`config.mk`:
```
export PLATFORM = sky130hd
export DESIGN_NAME = conv_pool_synapse_index_generator_core
export DESIGN_NICKNAME = d
export VERILOG_FILES = /design/src/rtl/cpsig_pkg.sv /design/src/rtl/cpsig_calc.sv /design/src/rtl/conv_pool_synapse_index_generator_core.sv
export SDC_FILE = /design/constraint.sdc
export NUM_CORES = 2
export LEC_CHECK = 0
export BUFFER_PORTS_ARGS = -buffer_cell sky130_fd_sc_hd__buf_2
export CORE_UTILIZATION = 35
export DETAILED_ROUTE_END_ITERATION = 7
export PLACE_DENSITY = 0.58
export SYNTH_ARGS = -nofsm -noshare
export SYNTH_HDL_FRONTEND = slang
export SYNTH_SLANG_ARGS = --single-unit
```
`constraint.sdc`:
```
create_clock -name i_clk -period 13.6 [get_ports i_clk]
set_input_delay 2.04 -clock i_clk [delete_from_list [all_inputs] [get_ports i_clk]]
set_output_delay 2.04 -clock i_clk [all_outputs]
set_load 0.01 [all_outputs]
```
`src/rtl/cpsig_pkg.sv`:
```
// Shared types, constants and lookup tables of the convolution / pooling synapse generator.
package cpsig_pkg;

    localparam int MAX_DIM    = 256;
    localparam int MAX_KERN   = 16;
    localparam int MAX_CHAN   = 1024;
    localparam int FIFO_DEPTH = 8;
    localparam int FIFO_AW    = 3;
    localparam int FIFO_CW    = 4;
    localparam int CFG_AW     = 3;
    localparam int CFG_DW     = 11;

    // configuration register indexes
    localparam logic [CFG_AW-1:0] CFG_MODE       = 3'd0;
    localparam logic [CFG_AW-1:0] CFG_IN_ROWS    = 3'd1;
    localparam logic [CFG_AW-1:0] CFG_IN_COLS    = 3'd2;
    localparam logic [CFG_AW-1:0] CFG_IN_CHANS   = 3'd3;
    localparam logic [CFG_AW-1:0] CFG_KERN_ROWS  = 3'd4;
    localparam logic [CFG_AW-1:0] CFG_KERN_COLS  = 3'd5;
    localparam logic [CFG_AW-1:0] CFG_STRIDE_ROW = 3'd6;
    localparam logic [CFG_AW-1:0] CFG_STRIDE_COL = 3'd7;

    localparam logic MODE_CONV = 1'b0;
    localparam logic MODE_POOL = 1'b1;

    typedef struct packed {
        logic        start_req;
        logic [31:0] first_input_id;
        logic [10:0] filter_count;
    } t_in;

    typedef struct packed {
        logic        valid_res;
        logic [31:0] src_id;
        logic [31:0] dst_id;
        logic [27:0] weight_index;
        logic        has_weight;
        logic [7:0]  out_row;
        logic [7:0]  out_col;
        logic        window_last;
        logic        layer_last;
    } t_out;

    // effective (clamped) configuration
    typedef struct packed {
        logic        mode;
        logic [8:0]  rows;
        logic [8:0]  cols;
        logic [10:0] chw;
        logic [10:0] ch;
        logic [4:0]  kr;
        logic [4:0]  kc;
        logic [4:0]  sr;
        logic [4:0]  sc;
    } t_cfg;

    // counter snapshot taken when a request is accepted
    typedef struct packed {
        logic        is_start;
        logic        active;
        logic [31:0] base;
        logic [31:0] ofs;
        logic [9:0]  fi;
        logic [9:0]  k;
        logic [3:0]  ki;
        logic [3:0]  kj;
        logic [7:0]  wre;
        logic [7:0]  wce;
        logic [10:0] ftot;
        logic        wl;
        logic        ll;
    } t_snap;

    function automatic logic [8:0] f_clamp_dim(input logic [8:0] v);
        return (v > 9'(MAX_DIM)) ? 9'(MAX_DIM) : v;
    endfunction

    function automatic logic [4:0] f_clamp_kern(input logic [4:0] v);
        return (v > 5'(MAX_KERN)) ? 5'(MAX_KERN) : v;
    endfunction

    function automatic logic [10:0] f_clamp_chan(input logic [10:0] v);
        return (v > 11'(MAX_CHAN)) ? 11'(MAX_CHAN) : v;
    endfunction

    function automatic logic [4:0] f_eff_stride(input logic [4:0] v);
        logic [4:0] c;
        c = f_clamp_kern(v);
        return (c == 5'd0) ? 5'd1 : c;
    endfunction

    // floor(2^16 / s) + 1: exact quotient for numerators below 512
    function automatic logic [16:0] f_recip(input logic [4:0] s);
        logic [16:0] r;
        case (s)
            5'd1:    r = 17'd65537;
            5'd2:    r = 17'd32769;
            5'd3:    r = 17'd21846;
            5'd4:    r = 17'd16385;
            5'd5:    r = 17'd13108;
            5'd6:    r = 17'd10923;
            5'd7:    r = 17'd9363;
            5'd8:    r = 17'd8193;
            5'd9:    r = 17'd7282;
            5'd10:   r = 17'd6554;
            5'd11:   r = 17'd5958;
            5'd12:   r = 17'd5462;
            5'd13:   r = 17'd5042;
            5'd14:   r = 17'd4682;
            5'd15:   r = 17'd4370;
            5'd16:   r = 17'd4097;
            default: r = 17'd65537;
        endcase
        return r;
    endfunction

    // low byte of floor(2^64 / s)
    function automatic logic [7:0] f_wrap_qlo(input logic [4:0] s);
        logic [7:0] r;
        case (s)
            5'd3:    r = 8'h55;
            5'd5:    r = 8'h33;
            5'd6:    r = 8'hAA;
            5'd7:    r = 8'h92;
            5'd9:    r = 8'h71;
            5'd10:   r = 8'h99;
            5'd11:   r = 8'hD1;
            5'd12:   r = 8'h55;
            5'd13:   r = 8'hB1;
            5'd14:   r = 8'h49;
            5'd15:   r = 8'h11;
            default: r = 8'h00;
        endcase
        return r;
    endfunction

    // 2^64 mod s
    function automatic logic [3:0] f_wrap_rem(input logic [4:0] s);
        logic [3:0] r;
        case (s)
            5'd3:    r = 4'd1;
            5'd5:    r = 4'd1;
            5'd6:    r = 4'd4;
            5'd7:    r = 4'd2;
            5'd9:    r = 4'd7;
            5'd10:   r = 4'd6;
            5'd11:   r = 4'd5;
            5'd12:   r = 4'd4;
            5'd13:   r = 4'd3;
            5'd14:   r = 4'd2;
            5'd15:   r = 4'd1;
            default: r = 4'd0;
        endcase
        return r;
    endfunction

endpackage

```
`src/rtl/cpsig_calc.sv`:
```
// Three-stage datapath: ids, weight index and window position from a counter snapshot.
module cpsig_calc
    import cpsig_pkg::*;
(
    input  logic  i_clk,
    input  logic  i_rst_n,
    input  t_cfg  i_cfg,
    input  logic  i_valid,
    input  t_snap i_snap,
    output logic  o_valid,
    output t_out  o_res
);

    typedef struct packed {
        logic       neg;
        logic [8:0] q;
        logic [7:0] qlo;
    } t_div;

    typedef struct packed {
        logic               is_start;
        logic               active;
        logic [31:0]        base;
        logic [31:0]        ofs;
        logic [9:0]         fi;
        logic [9:0]         k;
        logic [10:0]        ftot;
        logic               wl;
        logic               ll;
        logic [16:0]        rc;
        logic signed [19:0] rowc;
        logic signed [9:0]  colv;
        logic [9:0]         wk1;
        t_div               rdiv;
        t_div               cdiv;
    } t_sa;

    typedef struct packed {
        logic        is_start;
        logic        active;
        logic [31:0] base;
        logic [31:0] ofs;
        logic [9:0]  fi;
        logic [10:0] ftot;
        logic        wl;
        logic        ll;
        logic [26:0] prc;
        logic [31:0] rowcol;
        logic [21:0] wk2;
        logic [27:0] rcch;
        logic [7:0]  orow;
        logic [7:0]  ocol;
    } t_sb;

    // window origin divided by the stride; a negative origin is taken modulo 2^64
    function automatic t_div f_div_prep(input logic signed [9:0] r0, input logic [4:0] s);
        t_div        res;
        logic [4:0]  d;
        logic [3:0]  m;
        logic [8:0]  v;
        logic [25:0] p;
        m = f_wrap_rem(s);
        d = 5'(-r0);
        if (r0[9]) begin
            v = (d > {1'b0, m}) ? (9'(d) - 9'(m) + 9'(s) - 9'd1) : 9'd0;
        end else begin
            v = r0[8:0];
        end
        p = 26'(v) * 26'(f_recip(s));
        res.neg = r0[9];
        res.q   = p[24:16];
        res.qlo = f_wrap_qlo(s);
        return res;
    endfunction

    t_sa         r_sa, n_sa;
    t_sb         r_sb, n_sb;
    logic        r_sa_vld, r_sb_vld;
    logic [31:0] r_dest_base;

    logic signed [9:0] a_r0, a_c0, a_rsum, a_csum;
    logic [9:0]        b_plane;
    logic [31:0]       c_wi, c_src, c_dst;

    // stage A
    always_comb begin
        a_r0   = signed'({2'b00, i_snap.wre} + 10'd1 - {5'b00000, i_cfg.kr});
        a_c0   = signed'({2'b00, i_snap.wce} + 10'd1 - {5'b00000, i_cfg.kc});
        a_rsum = a_r0 + signed'({6'b000000, i_snap.ki});
        a_csum = a_c0 + signed'({6'b000000, i_snap.kj});

        n_sa.is_start = i_snap.is_start;
        n_sa.active   = i_snap.active;
        n_sa.base     = i_snap.base;
        n_sa.ofs      = i_snap.ofs;
        n_sa.fi       = i_snap.fi;
        n_sa.k        = i_snap.k;
        n_sa.ftot     = i_snap.ftot;
        n_sa.wl       = i_snap.wl;
        n_sa.ll       = i_snap.ll;
        n_sa.rc       = 17'(i_cfg.rows) * 17'(i_cfg.cols);
        n_sa.rowc     = a_rsum * signed'({1'b0, i_cfg.cols});
        n_sa.colv     = a_csum;
        n_sa.wk1      = 10'(i_snap.ki) * 10'(i_cfg.kc) + 10'(i_snap.kj);
        n_sa.rdiv     = f_div_prep(a_r0, i_cfg.sr);
        n_sa.cdiv     = f_div_prep(a_c0, i_cfg.sc);
    end

    // stage B
    always_comb begin
        b_plane = (i_cfg.mode == MODE_POOL) ? r_sa.fi : r_sa.k;

        n_sb.is_start = r_sa.is_start;
        n_sb.active   = r_sa.active;
        n_sb.base     = r_sa.base;
        n_sb.ofs      = r_sa.ofs;
        n_sb.fi       = r_sa.fi;
        n_sb.ftot     = r_sa.ftot;
        n_sb.wl       = r_sa.wl;
        n_sb.ll       = r_sa.ll;
        n_sb.prc      = 27'(b_plane) * 27'(r_sa.rc);
        n_sb.rowcol   = {{12{r_sa.rowc[19]}}, r_sa.rowc} + {{22{r_sa.colv[9]}}, r_sa.colv};
        n_sb.wk2      = 22'(r_sa.wk1) * 22'(i_cfg.chw) + 22'(r_sa.k);
        n_sb.rcch     = 28'(r_sa.rc) * 28'(i_cfg.chw);
        n_sb.orow     = r_sa.rdiv.neg ? (r_sa.rdiv.qlo - r_sa.rdiv.q[7:0]) : r_sa.rdiv.q[7:0];
        n_sb.ocol     = r_sa.cdiv.neg ? (r_sa.cdiv.qlo - r_sa.cdiv.q[7:0]) : r_sa.cdiv.q[7:0];
    end

    // stage C: starts load the destination base here, requests read it here
    always_comb begin
        c_wi  = 32'(r_sb.wk2) * 32'(r_sb.ftot) + 32'(r_sb.fi);
        c_src = r_sb.base + 32'(r_sb.prc) + r_sb.rowcol;
        c_dst = r_dest_base + r_sb.ofs;

        o_res = '0;
        if (r_sb.active) begin
            o_res.valid_res    = 1'b1;
            o_res.src_id       = c_src;
            o_res.dst_id       = c_dst;
            o_res.weight_index = (i_cfg.mode == MODE_POOL) ? 28'd0 : c_wi[27:0];
            o_res.has_weight   = (i_cfg.mode == MODE_CONV);
            o_res.out_row      = r_sb.orow;
            o_res.out_col      = r_sb.ocol;
            o_res.window_last  = r_sb.wl;
            o_res.layer_last   = r_sb.ll;
        end
        o_valid = r_sb_vld && !r_sb.is_start;
    end

    always_ff @(posedge i_clk) begin
        r_sa <= n_sa;
        r_sb <= n_sb;
        if (!i_rst_n) begin
            r_sa_vld    <= 1'b0;
            r_sb_vld    <= 1'b0;
            r_dest_base <= '0;
        end else begin
            r_sa_vld <= i_valid;
            r_sb_vld <= r_sa_vld;
            if (r_sb_vld && r_sb.is_start) begin
                r_dest_base <= r_sb.base + 32'(r_sb.rcch);
            end
        end
    end

    a_ll_implies_wl: assert property (@(posedge i_clk) disable iff (!i_rst_n)
        (o_valid && o_res.layer_last) |-> o_res.window_last)
        else $error("layer_last without window_last");

    a_weight_only_valid: assert property (@(posedge i_clk) disable iff (!i_rst_n)
        (o_valid && o_res.has_weight) |-> o_res.valid_res)
        else $error("weight reported for finished walk");

    a_pipe_order: assert property (@(posedge i_clk) disable iff (!i_rst_n)
        o_valid |-> $past(r_sa_vld))
        else $error("result without an item in stage A");

endmodule

```
`src/rtl/conv_pool_synapse_index_generator_core.sv`:
```
// Top level: configuration registers, walk counters, datapath and result FIFO.
//
// Usage:
//   Input channel (i_in_valid / o_in_stall / i_in_data): a request with
//   start_req set loads the first input id and the filter count (in pool
//   mode the channel count) and gives no result; a request with start_req
//   clear returns the next synapse of the walk, or valid_res 0 when done.
//   Output channel (o_out_valid / i_out_stall / o_out_data): one result per
//   non-start request, in order.
//   An accepted request is registered as a snapshot, passes datapath stages
//   A and B, and its result is written into the FIFO. Throughput: one request
//   per cycle sustained while o_in_stall is low; the walk counters advance
//   with each accepted request and the three-stage datapath (one multiplier
//   level per stage) is fully pipelined. Configuration writes (i_cfg_wr_en /
//   i_cfg_addr / i_cfg_wr_data) act at once; the user must make them only when
//   no request of either kind is in flight, which the block does not enforce.
//   Reset clears the walk state, the pipeline and the FIFO; registers return
//   to mode 0 and all sizes 1.
//   When the receiver stalls, up to 8 results are held; o_in_stall rises
//   once 8 non-start requests are in flight or waiting.
module conv_pool_synapse_index_generator_core
    import cpsig_pkg::*;
(
    input  logic              i_clk,
    input  logic              i_rst_n,
    input  logic              i_in_valid,
    output logic              o_in_stall,
    input  t_in               i_in_data,
    output logic              o_out_valid,
    input  logic              i_out_stall,
    output t_out              o_out_data,
    input  logic              i_cfg_wr_en,
    input  logic [CFG_AW-1:0] i_cfg_addr,
    input  logic [CFG_DW-1:0] i_cfg_wr_data
);

    // configuration registers
    logic        r_mode;
    logic [8:0]  r_in_rows, r_in_cols;
    logic [10:0] r_in_chans;
    logic [4:0]  r_kern_rows, r_kern_cols, r_stride_row, r_stride_col;

    // walk state
    logic        r_active, n_active;
    logic [31:0] r_base, n_base;
    logic [31:0] r_ofs, n_ofs;
    logic [10:0] r_ftot, n_ftot;
    logic [9:0]  r_fi, n_fi;
    logic [7:0]  r_wre, n_wre;
    logic [7:0]  r_wce, n_wce;
    logic [9:0]  r_k, n_k;
    logic [3:0]  r_ki, n_ki;
    logic [3:0]  r_kj, n_kj;

    t_snap       r_snap, n_snap;
    logic        r_snap_vld;

    // result FIFO and in-flight request count
    t_out                r_fifo [FIFO_DEPTH];
    logic [FIFO_AW-1:0]  r_wr_ptr, r_rd_ptr;
    logic [FIFO_CW-1:0]  r_fcnt, r_occ;

    t_cfg        cfg_eff;
    logic        in_acc, out_acc, dp_valid;
    t_out        dp_res;
    logic [4:0]  fe_kj1, fe_ki1;
    logic [10:0] fe_k1, fe_fi1, fe_fc;
    logic [8:0]  fe_nr, fe_nc;
    logic [7:0]  fe_kr1, fe_kc1;
    logic        kj_end, ki_end, k_end, f_end, r_end, c_end;
    logic        fe_wl, fe_ll, fe_start_act;

    always_comb begin
        cfg_eff.mode = r_mode;
        cfg_eff.rows = f_clamp_dim(r_in_rows);
        cfg_eff.cols = f_clamp_dim(r_in_cols);
        cfg_eff.chw  = f_clamp_chan(r_in_chans);
        cfg_eff.ch   = (r_mode == MODE_POOL) ? 11'd1 : f_clamp_chan(r_in_chans);
        cfg_eff.kr   = f_clamp_kern(r_kern_rows);
        cfg_eff.kc   = f_clamp_kern(r_kern_cols);
        cfg_eff.sr   = f_eff_stride(r_stride_row);
        cfg_eff.sc   = f_eff_stride(r_stride_col);
    end

    assign o_in_stall  = (r_occ == FIFO_CW'(FIFO_DEPTH));
    assign in_acc      = i_in_valid && !o_in_stall;
    assign o_out_valid = (r_fcnt != '0);
    assign out_acc     = o_out_valid && !i_out_stall;
    assign o_out_data  = r_fifo[r_rd_ptr];

    // end-of-loop tests against the live configuration
    always_comb begin
        fe_kj1 = {1'b0, r_kj} + 5'd1;
        fe_ki1 = {1'b0, r_ki} + 5'd1;
        fe_k1  = {1'b0, r_k} + 11'd1;
        fe_fi1 = {1'b0, r_fi} + 11'd1;
        fe_nr  = {1'b0, r_wre} + {4'b0000, cfg_eff.sr};
        fe_nc  = {1'b0, r_wce} + {4'b0000, cfg_eff.sc};
        fe_kr1 = {3'b000, cfg_eff.kr} - 8'd1;
        fe_kc1 = {3'b000, cfg_eff.kc} - 8'd1;
        kj_end = (fe_kj1 >= cfg_eff.kc);
        ki_end = (fe_ki1 >= cfg_eff.kr);
        k_end  = (fe_k1 >= cfg_eff.ch);
        f_end  = (fe_fi1 >= r_ftot);
        r_end  = (fe_nr >= cfg_eff.rows);
        c_end  = (fe_nc >= cfg_eff.cols);
        fe_wl  = k_end && ki_end && kj_end;
        fe_ll  = fe_wl && f_end && r_end && c_end;
        fe_fc  = (r_mode == MODE_POOL) ? cfg_eff.chw : f_clamp_chan(i_in_data.filter_count);
        fe_start_act = (fe_fc != '0) && (cfg_eff.ch != '0) && (cfg_eff.kr != '0)
                    && (cfg_eff.kc != '0) && ({4'b0000, cfg_eff.kr} <= cfg_eff.rows)
                    && ({4'b0000, cfg_eff.kc} <= cfg_eff.cols);
    end

    always_comb begin
        n_active = r_active;
        n_base   = r_base;
        n_ofs    = r_ofs;
        n_ftot   = r_ftot;
        n_fi     = r_fi;
        n_wre    = r_wre;
        n_wce    = r_wce;
        n_k      = r_k;
        n_ki     = r_ki;
        n_kj     = r_kj;

        n_snap.is_start = i_in_data.start_req;
        n_snap.active   = r_active;
        n_snap.base     = i_in_data.start_req ? i_in_data.first_input_id : r_base;
        n_snap.ofs      = r_ofs;
        n_snap.fi       = r_fi;
        n_snap.k        = r_k;
        n_snap.ki       = r_ki;
        n_snap.kj       = r_kj;
        n_snap.wre      = r_wre;
        n_snap.wce      = r_wce;
        n_snap.ftot     = r_ftot;
        n_snap.wl       = fe_wl;
        n_snap.ll       = fe_ll;

        if (in_acc) begin
            if (i_in_data.start_req) begin
                n_base   = i_in_data.first_input_id;
                n_ofs    = '0;
                n_ftot   = fe_fc;
                n_fi     = '0;
                n_wre    = fe_kr1;
                n_wce    = fe_kc1;
                n_k      = '0;
                n_ki     = '0;
                n_kj     = '0;
                n_active = fe_start_act;
            end else if (r_active) begin
                // innermost to outermost: kernel col, kernel row, channel,
                // output col, output row, filter
                if (!kj_end) begin
                    n_kj = fe_kj1[3:0];
                end else begin
                    n_kj = '0;
                    if (!ki_end) begin
                        n_ki = fe_ki1[3:0];
                    end else begin
                        n_ki = '0;
                        if (!k_end) begin
                            n_k = fe_k1[9:0];
                        end else begin
                            n_k   = '0;
                            n_ofs = r_ofs + 32'd1;
                            if (!c_end) begin
                                n_wce = fe_nc[7:0];
                            end else begin
                                n_wce = fe_kc1;
                                if (!r_end) begin
                                    n_wre = fe_nr[7:0];
                                end else begin
                                    n_wre = fe_kr1;
                                    if (!f_end) begin
                                        n_fi = fe_fi1[9:0];
                                    end else begin
                                        n_fi     = '0;
                                        n_active = 1'b0;
                                    end
                                end
                            end
                        end
                    end
                end
            end
        end
    end

    always_ff @(posedge i_clk) begin
        if (!i_rst_n) begin
            r_mode       <= MODE_CONV;
            r_in_rows    <= 9'd1;
            r_in_cols    <= 9'd1;
            r_in_chans   <= 11'd1;
            r_kern_rows  <= 5'd1;
            r_kern_cols  <= 5'd1;
            r_stride_row <= 5'd1;
            r_stride_col <= 5'd1;
        end else if (i_cfg_wr_en) begin
            case (i_cfg_addr)
                CFG_MODE:       r_mode       <= i_cfg_wr_data[0];
                CFG_IN_ROWS:    r_in_rows    <= i_cfg_wr_data[8:0];
                CFG_IN_COLS:    r_in_cols    <= i_cfg_wr_data[8:0];
                CFG_IN_CHANS:   r_in_chans   <= i_cfg_wr_data[10:0];
                CFG_KERN_ROWS:  r_kern_rows  <= i_cfg_wr_data[4:0];
                CFG_KERN_COLS:  r_kern_cols  <= i_cfg_wr_data[4:0];
                CFG_STRIDE_ROW: r_stride_row <= i_cfg_wr_data[4:0];
                CFG_STRIDE_COL: r_stride_col <= i_cfg_wr_data[4:0];
                default: begin
                end
            endcase
        end
    end

    always_ff @(posedge i_clk) begin
        if (in_acc) begin
            r_snap <= n_snap;
        end
        if (!i_rst_n) begin
            r_active   <= 1'b0;
            r_base     <= '0;
            r_ofs      <= '0;
            r_ftot     <= '0;
            r_fi       <= '0;
            r_wre      <= '0;
            r_wce      <= '0;
            r_k        <= '0;
            r_ki       <= '0;
            r_kj       <= '0;
            r_snap_vld <= 1'b0;
        end else begin
            r_active   <= n_active;
            r_base     <= n_base;
            r_ofs      <= n_ofs;
            r_ftot     <= n_ftot;
            r_fi       <= n_fi;
            r_wre      <= n_wre;
            r_wce      <= n_wce;
            r_k        <= n_k;
            r_ki       <= n_ki;
            r_kj       <= n_kj;
            r_snap_vld <= in_acc;
        end
    end

    cpsig_calc u_calc (
        .i_clk   (i_clk),
        .i_rst_n (i_rst_n),
        .i_cfg   (cfg_eff),
        .i_valid (r_snap_vld),
        .i_snap  (r_snap),
        .o_valid (dp_valid),
        .o_res   (dp_res)
    );

    always_ff @(posedge i_clk) begin
        if (dp_valid) begin
            r_fifo[r_wr_ptr] <= dp_res;
        end
    end

    // r_occ counts non-start requests from acceptance until their result leaves
    always_ff @(posedge i_clk) begin
        if (!i_rst_n) begin
            r_wr_ptr <= '0;
            r_rd_ptr <= '0;
            r_fcnt   <= '0;
            r_occ    <= '0;
        end else begin
            if (dp_valid) begin
                r_wr_ptr <= r_wr_ptr + FIFO_AW'(1);
            end
            if (out_acc) begin
                r_rd_ptr <= r_rd_ptr + FIFO_AW'(1);
            end
            r_fcnt <= r_fcnt + FIFO_CW'(dp_valid) - FIFO_CW'(out_acc);
            r_occ  <= r_occ + FIFO_CW'(in_acc && !i_in_data.start_req) - FIFO_CW'(out_acc);
        end
    end

    a_occ_bound: assert property (@(posedge i_clk) disable iff (!i_rst_n)
        r_occ <= FIFO_CW'(FIFO_DEPTH))
        else $error("in-flight request count above FIFO depth");

    a_fifo_within_occ: assert property (@(posedge i_clk) disable iff (!i_rst_n)
        r_fcnt <= r_occ)
        else $error("FIFO holds more results than requests in flight");

    a_last_ends_walk: assert property (@(posedge i_clk) disable iff (!i_rst_n)
        (in_acc && !i_in_data.start_req && r_active && fe_ll) |=> !r_active)
        else $error("walk still active after its last synapse");

endmodule
```
==> key figures <==
Clock tree
  • CTS tree: built
  • Post-CTS Resized: 0
  • Setup repair bufs after CTS: 0
  • Htree depth: 4
  • Clock Pin Slew Worst Setup and Hold Paths: about 0.060 ns
  • Hold Buf Count CTS: 0
  • CTS buffer count: 172
  • Clock Latency Late Sink: 0.86 ns
  • CTS sink count: ~1600
  • Root buf cell: clkbuf_16
  • CTS max path bufs: 3

Synthesis
  • Largest cells by area after synthesis: edfxtp_1, fa_1, dfxtp_1
  • Synth Area in Adders: 25.98%
  • EDFF count, synth: 1019
  • Async set-reset flop share out of synthesis: 0%
  • Largest family of logic cells by synthesized area: adder cells
  • Syn avg cell area: 11.44 µm²
  • Syn. warnings: 0
  • Syn nets: 10790
  • Yosys top cell by area: edfxtp_1
  • Synthesized instance count: ~9100
  • Top cell type's share of synthesized area: 29.37%
  • Yosys reg bits: 1634
  • Netlist Area Pre-Place: between 100000 and 150000 µm²
  • Synth cell types: 92
  • XOR/XNOR Fraction of Synth Area: 3.123%
  • Synth Area in Simple Gates: 11.29%
  • Seq/Total Area, Yosys: 41.18%
  • Multiplexer area fraction after synthesis: under 10%
  • Top FF cell, synth: edfxtp_1
  • Synth Area in Compound Gates: 5.765%

Routing
  • Final wirelength: roughly 270 mm
  • Vias post-DR: around 67000
  • Via density: 5.042
  • DRT antenna net count: 0
  • Post-route DRC: 0
  • Post-DR wirelength/cell: 20.21 µm
  • Router iterations before antenna repair: 6
  • Drt initial violations: about 4700

Global routing
  • Total GRT Usage: 17.97%
  • Vias in the first global route: 70700
  • Maximum number of pins on one net before global-route repair: ~120
  • Global-route wire length before repair: 417.2 mm
  • GR Overflow Total: 0
  • Antenna violations before repair: 27

STA
  • Final hold viol count: 0
  • Max Clock Freq: around 93 MHz
  • Pins Over Slew Limit: 0
  • Setup ws final: between 2 and 3 ns
  • Period minus WS final: 10.72 ns
  • Final TNS setup: 0 ns
  • Fin crit share: 78.83%
  • RSZ-0062 raised after global routing: no
  • Slew @ Worst Pin: 1.277 ns
  • Final Skew: 0.09494 ns
  • Final setup fails: 0
  • Relative max-transition margin: between 10% and 20%

Pwr
  • Leakage: 47.56 nW
  • Tot Pwr: 21.36 mW
  • Max VDD drop: 0.0003007 V
  • PwrDens: 185.0 nW/µm²

Die
  • Ports: 177
  • Core box area: 295100 µm²
  • Die H: ~550 µm
  • Die X: 547.6 µm
  • FP Rows: between 150 and 200
  • Die area: 299900 µm²
  • Starting Density: 35.32%

Critical path
  • Crit Path Max Fanout: 21
  • CP Launch Type: register
  • Worst Path Arrival: roughly 11 ns
  • Slowest CP cell: dfxtp_1
  • Critical path class: register to register
  • Critical Path RT: 14.30 ns
  • Reg2reg end: u_calc.r_sa[14]
  • Critical Path Source: r_stride_col[4]
  • R2r startpoint: r_stride_col[4]
  • CP endpoint kind: register
  • Reg2Reg Depth: 37
  • CP Capture Point: u_calc.r_sa[14]
  • Critical path's largest stage delay: 0.85 ns
  • Reg2reg setup slack: 2.88 ns

Layout
  • Area Growth Syn to Fin: 10.82%
  • Fraction of layout cells with a size suffix above 1: 10.68%
  • # nets final: 10890
  • Final instance area: 115500 µm²

Place
  • Post-DP Area: 109600 µm²
  • Detail Placement HPWL: 197.1 mm
  • Buffers on Ports: 176
  • Worst slack, placed: 2.887 ns
  • RePlAce Congestion: 0.8946

Worst hold path
  • HP Class: register to register

Outcome
  • Status: completed

Run
  • Max Cap Viol: 0
## worst max-delay path, delay by kind of cell (launching register included)
kind / cells / cell delay [ns]
compound gates: 13 / 3.16
xor+xnor: 3 / 0.45
simple gates: 7 / 1.54
flops: 1 / 0.85
buf+inv: 4 / 0.73
fa+ha+maj: 10 / 3.83
## registers in the layout, summed over array words and instances (netlist names), 5 cells and up, named ones only
| name | flops |
|---|---|
| r_fifo | 896 |
| r_stride_row | 5 |
| r_snap | 123 |
| r_kern_cols | 5 |
| r_ofs | 32 |
| u_calc.n_sb | 89 |
| r_ftot | 11 |
| r_in_cols | 9 |
| r_k | 10 |
| r_base | 32 |
| u_calc.r_sa | 101 |
| u_calc.r_dest_base | 32 |
| r_stride_col | 5 |
| r_in_rows | 9 |
| r_kern_rows | 5 |
| u_calc.r_sb | 203 |
| r_in_chans | 11 |
| r_fi | 10 |
| r_wre | 8 |
| r_wce | 8 |
## area by class of cell
| cell class | count | area, µm² |
|---|---|---|
| clock inverter | 102 | 1242 |
| fill | 28150 | 179600 |
| multi-input combinational | 5898 | 55510 |
| inverter | 1221 | 4593 |
| timing repair buffer | 278 | 1684 |
| sequential | 1634 | 42930 |
| tap | 3919 | 4903 |
| clock buffer | 222 | 4592 |
| antenna | 10 | 25.02 |
## report_power, final
part	total (mW)	switching, mW	internal (mW)
Clock	4.76	2.05	2.71
Combinational	9.72	6.04	3.68
Sequential	6.88	0.457	6.42
## cell families (layout without fill, tap and decap cells)
group                    after synthesis  in the layout
AND/OR/NAND/NOR                     2525           2525
flip-flops                          1634           1634
adder cells (fa/ha/maj)             1621           1621
buffers and inverters               1574           1823
other                                  0             10
AO/OA/AOI/OAI                        960            960
multiplexers                         425            425
XOR/XNOR                             367            367
## synthesized netlist by cell type (17+ instances only)
library cell,instances
a211oi_1,32
mux2_2,153
ha_1,716
a21o_1,112
nor3_1,79
xnor2_1,253
or2_2,21
mux2i_1,47
o21ai_0,165
o211ai_1,24
nand2b_1,117
nor2b_1,157
nand2_1,1032
dfxtp_1,615
fa_1,905
a31oi_1,27
nor2_1,533
xor2_1,111
o21a_1,48
a21boi_0,17
inv_1,1217
clkbuf_1,318
nand4_1,40
nand3_1,101
mux4_2,224
and2_1,271
nor4_1,28
a21oi_1,358
edfxtp_1,1019
buf_1,29
and3_1,66
o21bai_1,34
or3_1,27
## layer usage
metal / share of wire, % / vias up / track usage [%]
met4: 2.4 / 4 / 4.845
li1: - / 30660 / -
met3: 5.0 / 357 / 2.101
met5: 0.012 / - / 0
met1: 45 / 34250 / 24.42
met2: 48 / 1715 / 30.32
## metrics by stage
step           hold WS [ns]  instances  util, %
5_1_grt              0.2807      13280    39.13
6_report             0.2799      13280    39.14
4_1_cts              0.2693      13270    39.13
2_1_floorplan        0.3096       9106        -
3_3_place_gp         0.3099      12950    37.15
3_5_place_dp         0.3121      12950    37.15
## worst min path at each step
stage	startpoint	to	depth (start not counted)
2_1_floorplan	u_calc.n_sb[125]	u_calc.r_sb[125]	0
3_3_place_gp	u_calc.n_sb[137]	u_calc.r_sb[137]	0
3_5_place_dp	u_calc.n_sb[136]	u_calc.r_sb[136]	0
4_1_cts	r_snap[42]	u_calc.r_sa[111]	0
5_1_grt	r_snap[42]	u_calc.r_sa[111]	0
6_report	r_snap[42]	u_calc.r_sa[111]	0
## cells in the final DEF (no fill, tap or decap), types with 27 or more instances in the layout
| cell | count |
|---|---|
| nand2b_1 | 116 |
| nand3_1 | 101 |
| o21ai_0 | 160 |
| a21o_1 | 112 |
| nor4_1 | 28 |
| a31oi_1 | 27 |
| dfxtp_1 | 609 |
| edfxtp_1 | 1019 |
| clkinv_2 | 29 |
| fa_1 | 905 |
| mux2i_1 | 47 |
| o21bai_1 | 34 |
| mux4_2 | 224 |
| ha_1 | 716 |
| nor2b_1 | 148 |
| nor2_1 | 526 |
| or3_1 | 27 |
| buf_4 | 99 |
| a211oi_1 | 30 |
| clkbuf_16 | 172 |
| nor3_1 | 77 |
| xor2_1 | 111 |
| o21a_1 | 48 |
| mux2_2 | 153 |
| inv_1 | 1215 |
| nand2_1 | 1032 |
| buf_2 | 176 |
| clkinv_1 | 29 |
| a21oi_1 | 353 |
| and3_1 | 66 |
| and2_1 | 271 |
| clkbuf_1 | 40 |
| nand4_1 | 40 |
| xnor2_1 | 253 |
(Power assumes the default switching activity.)
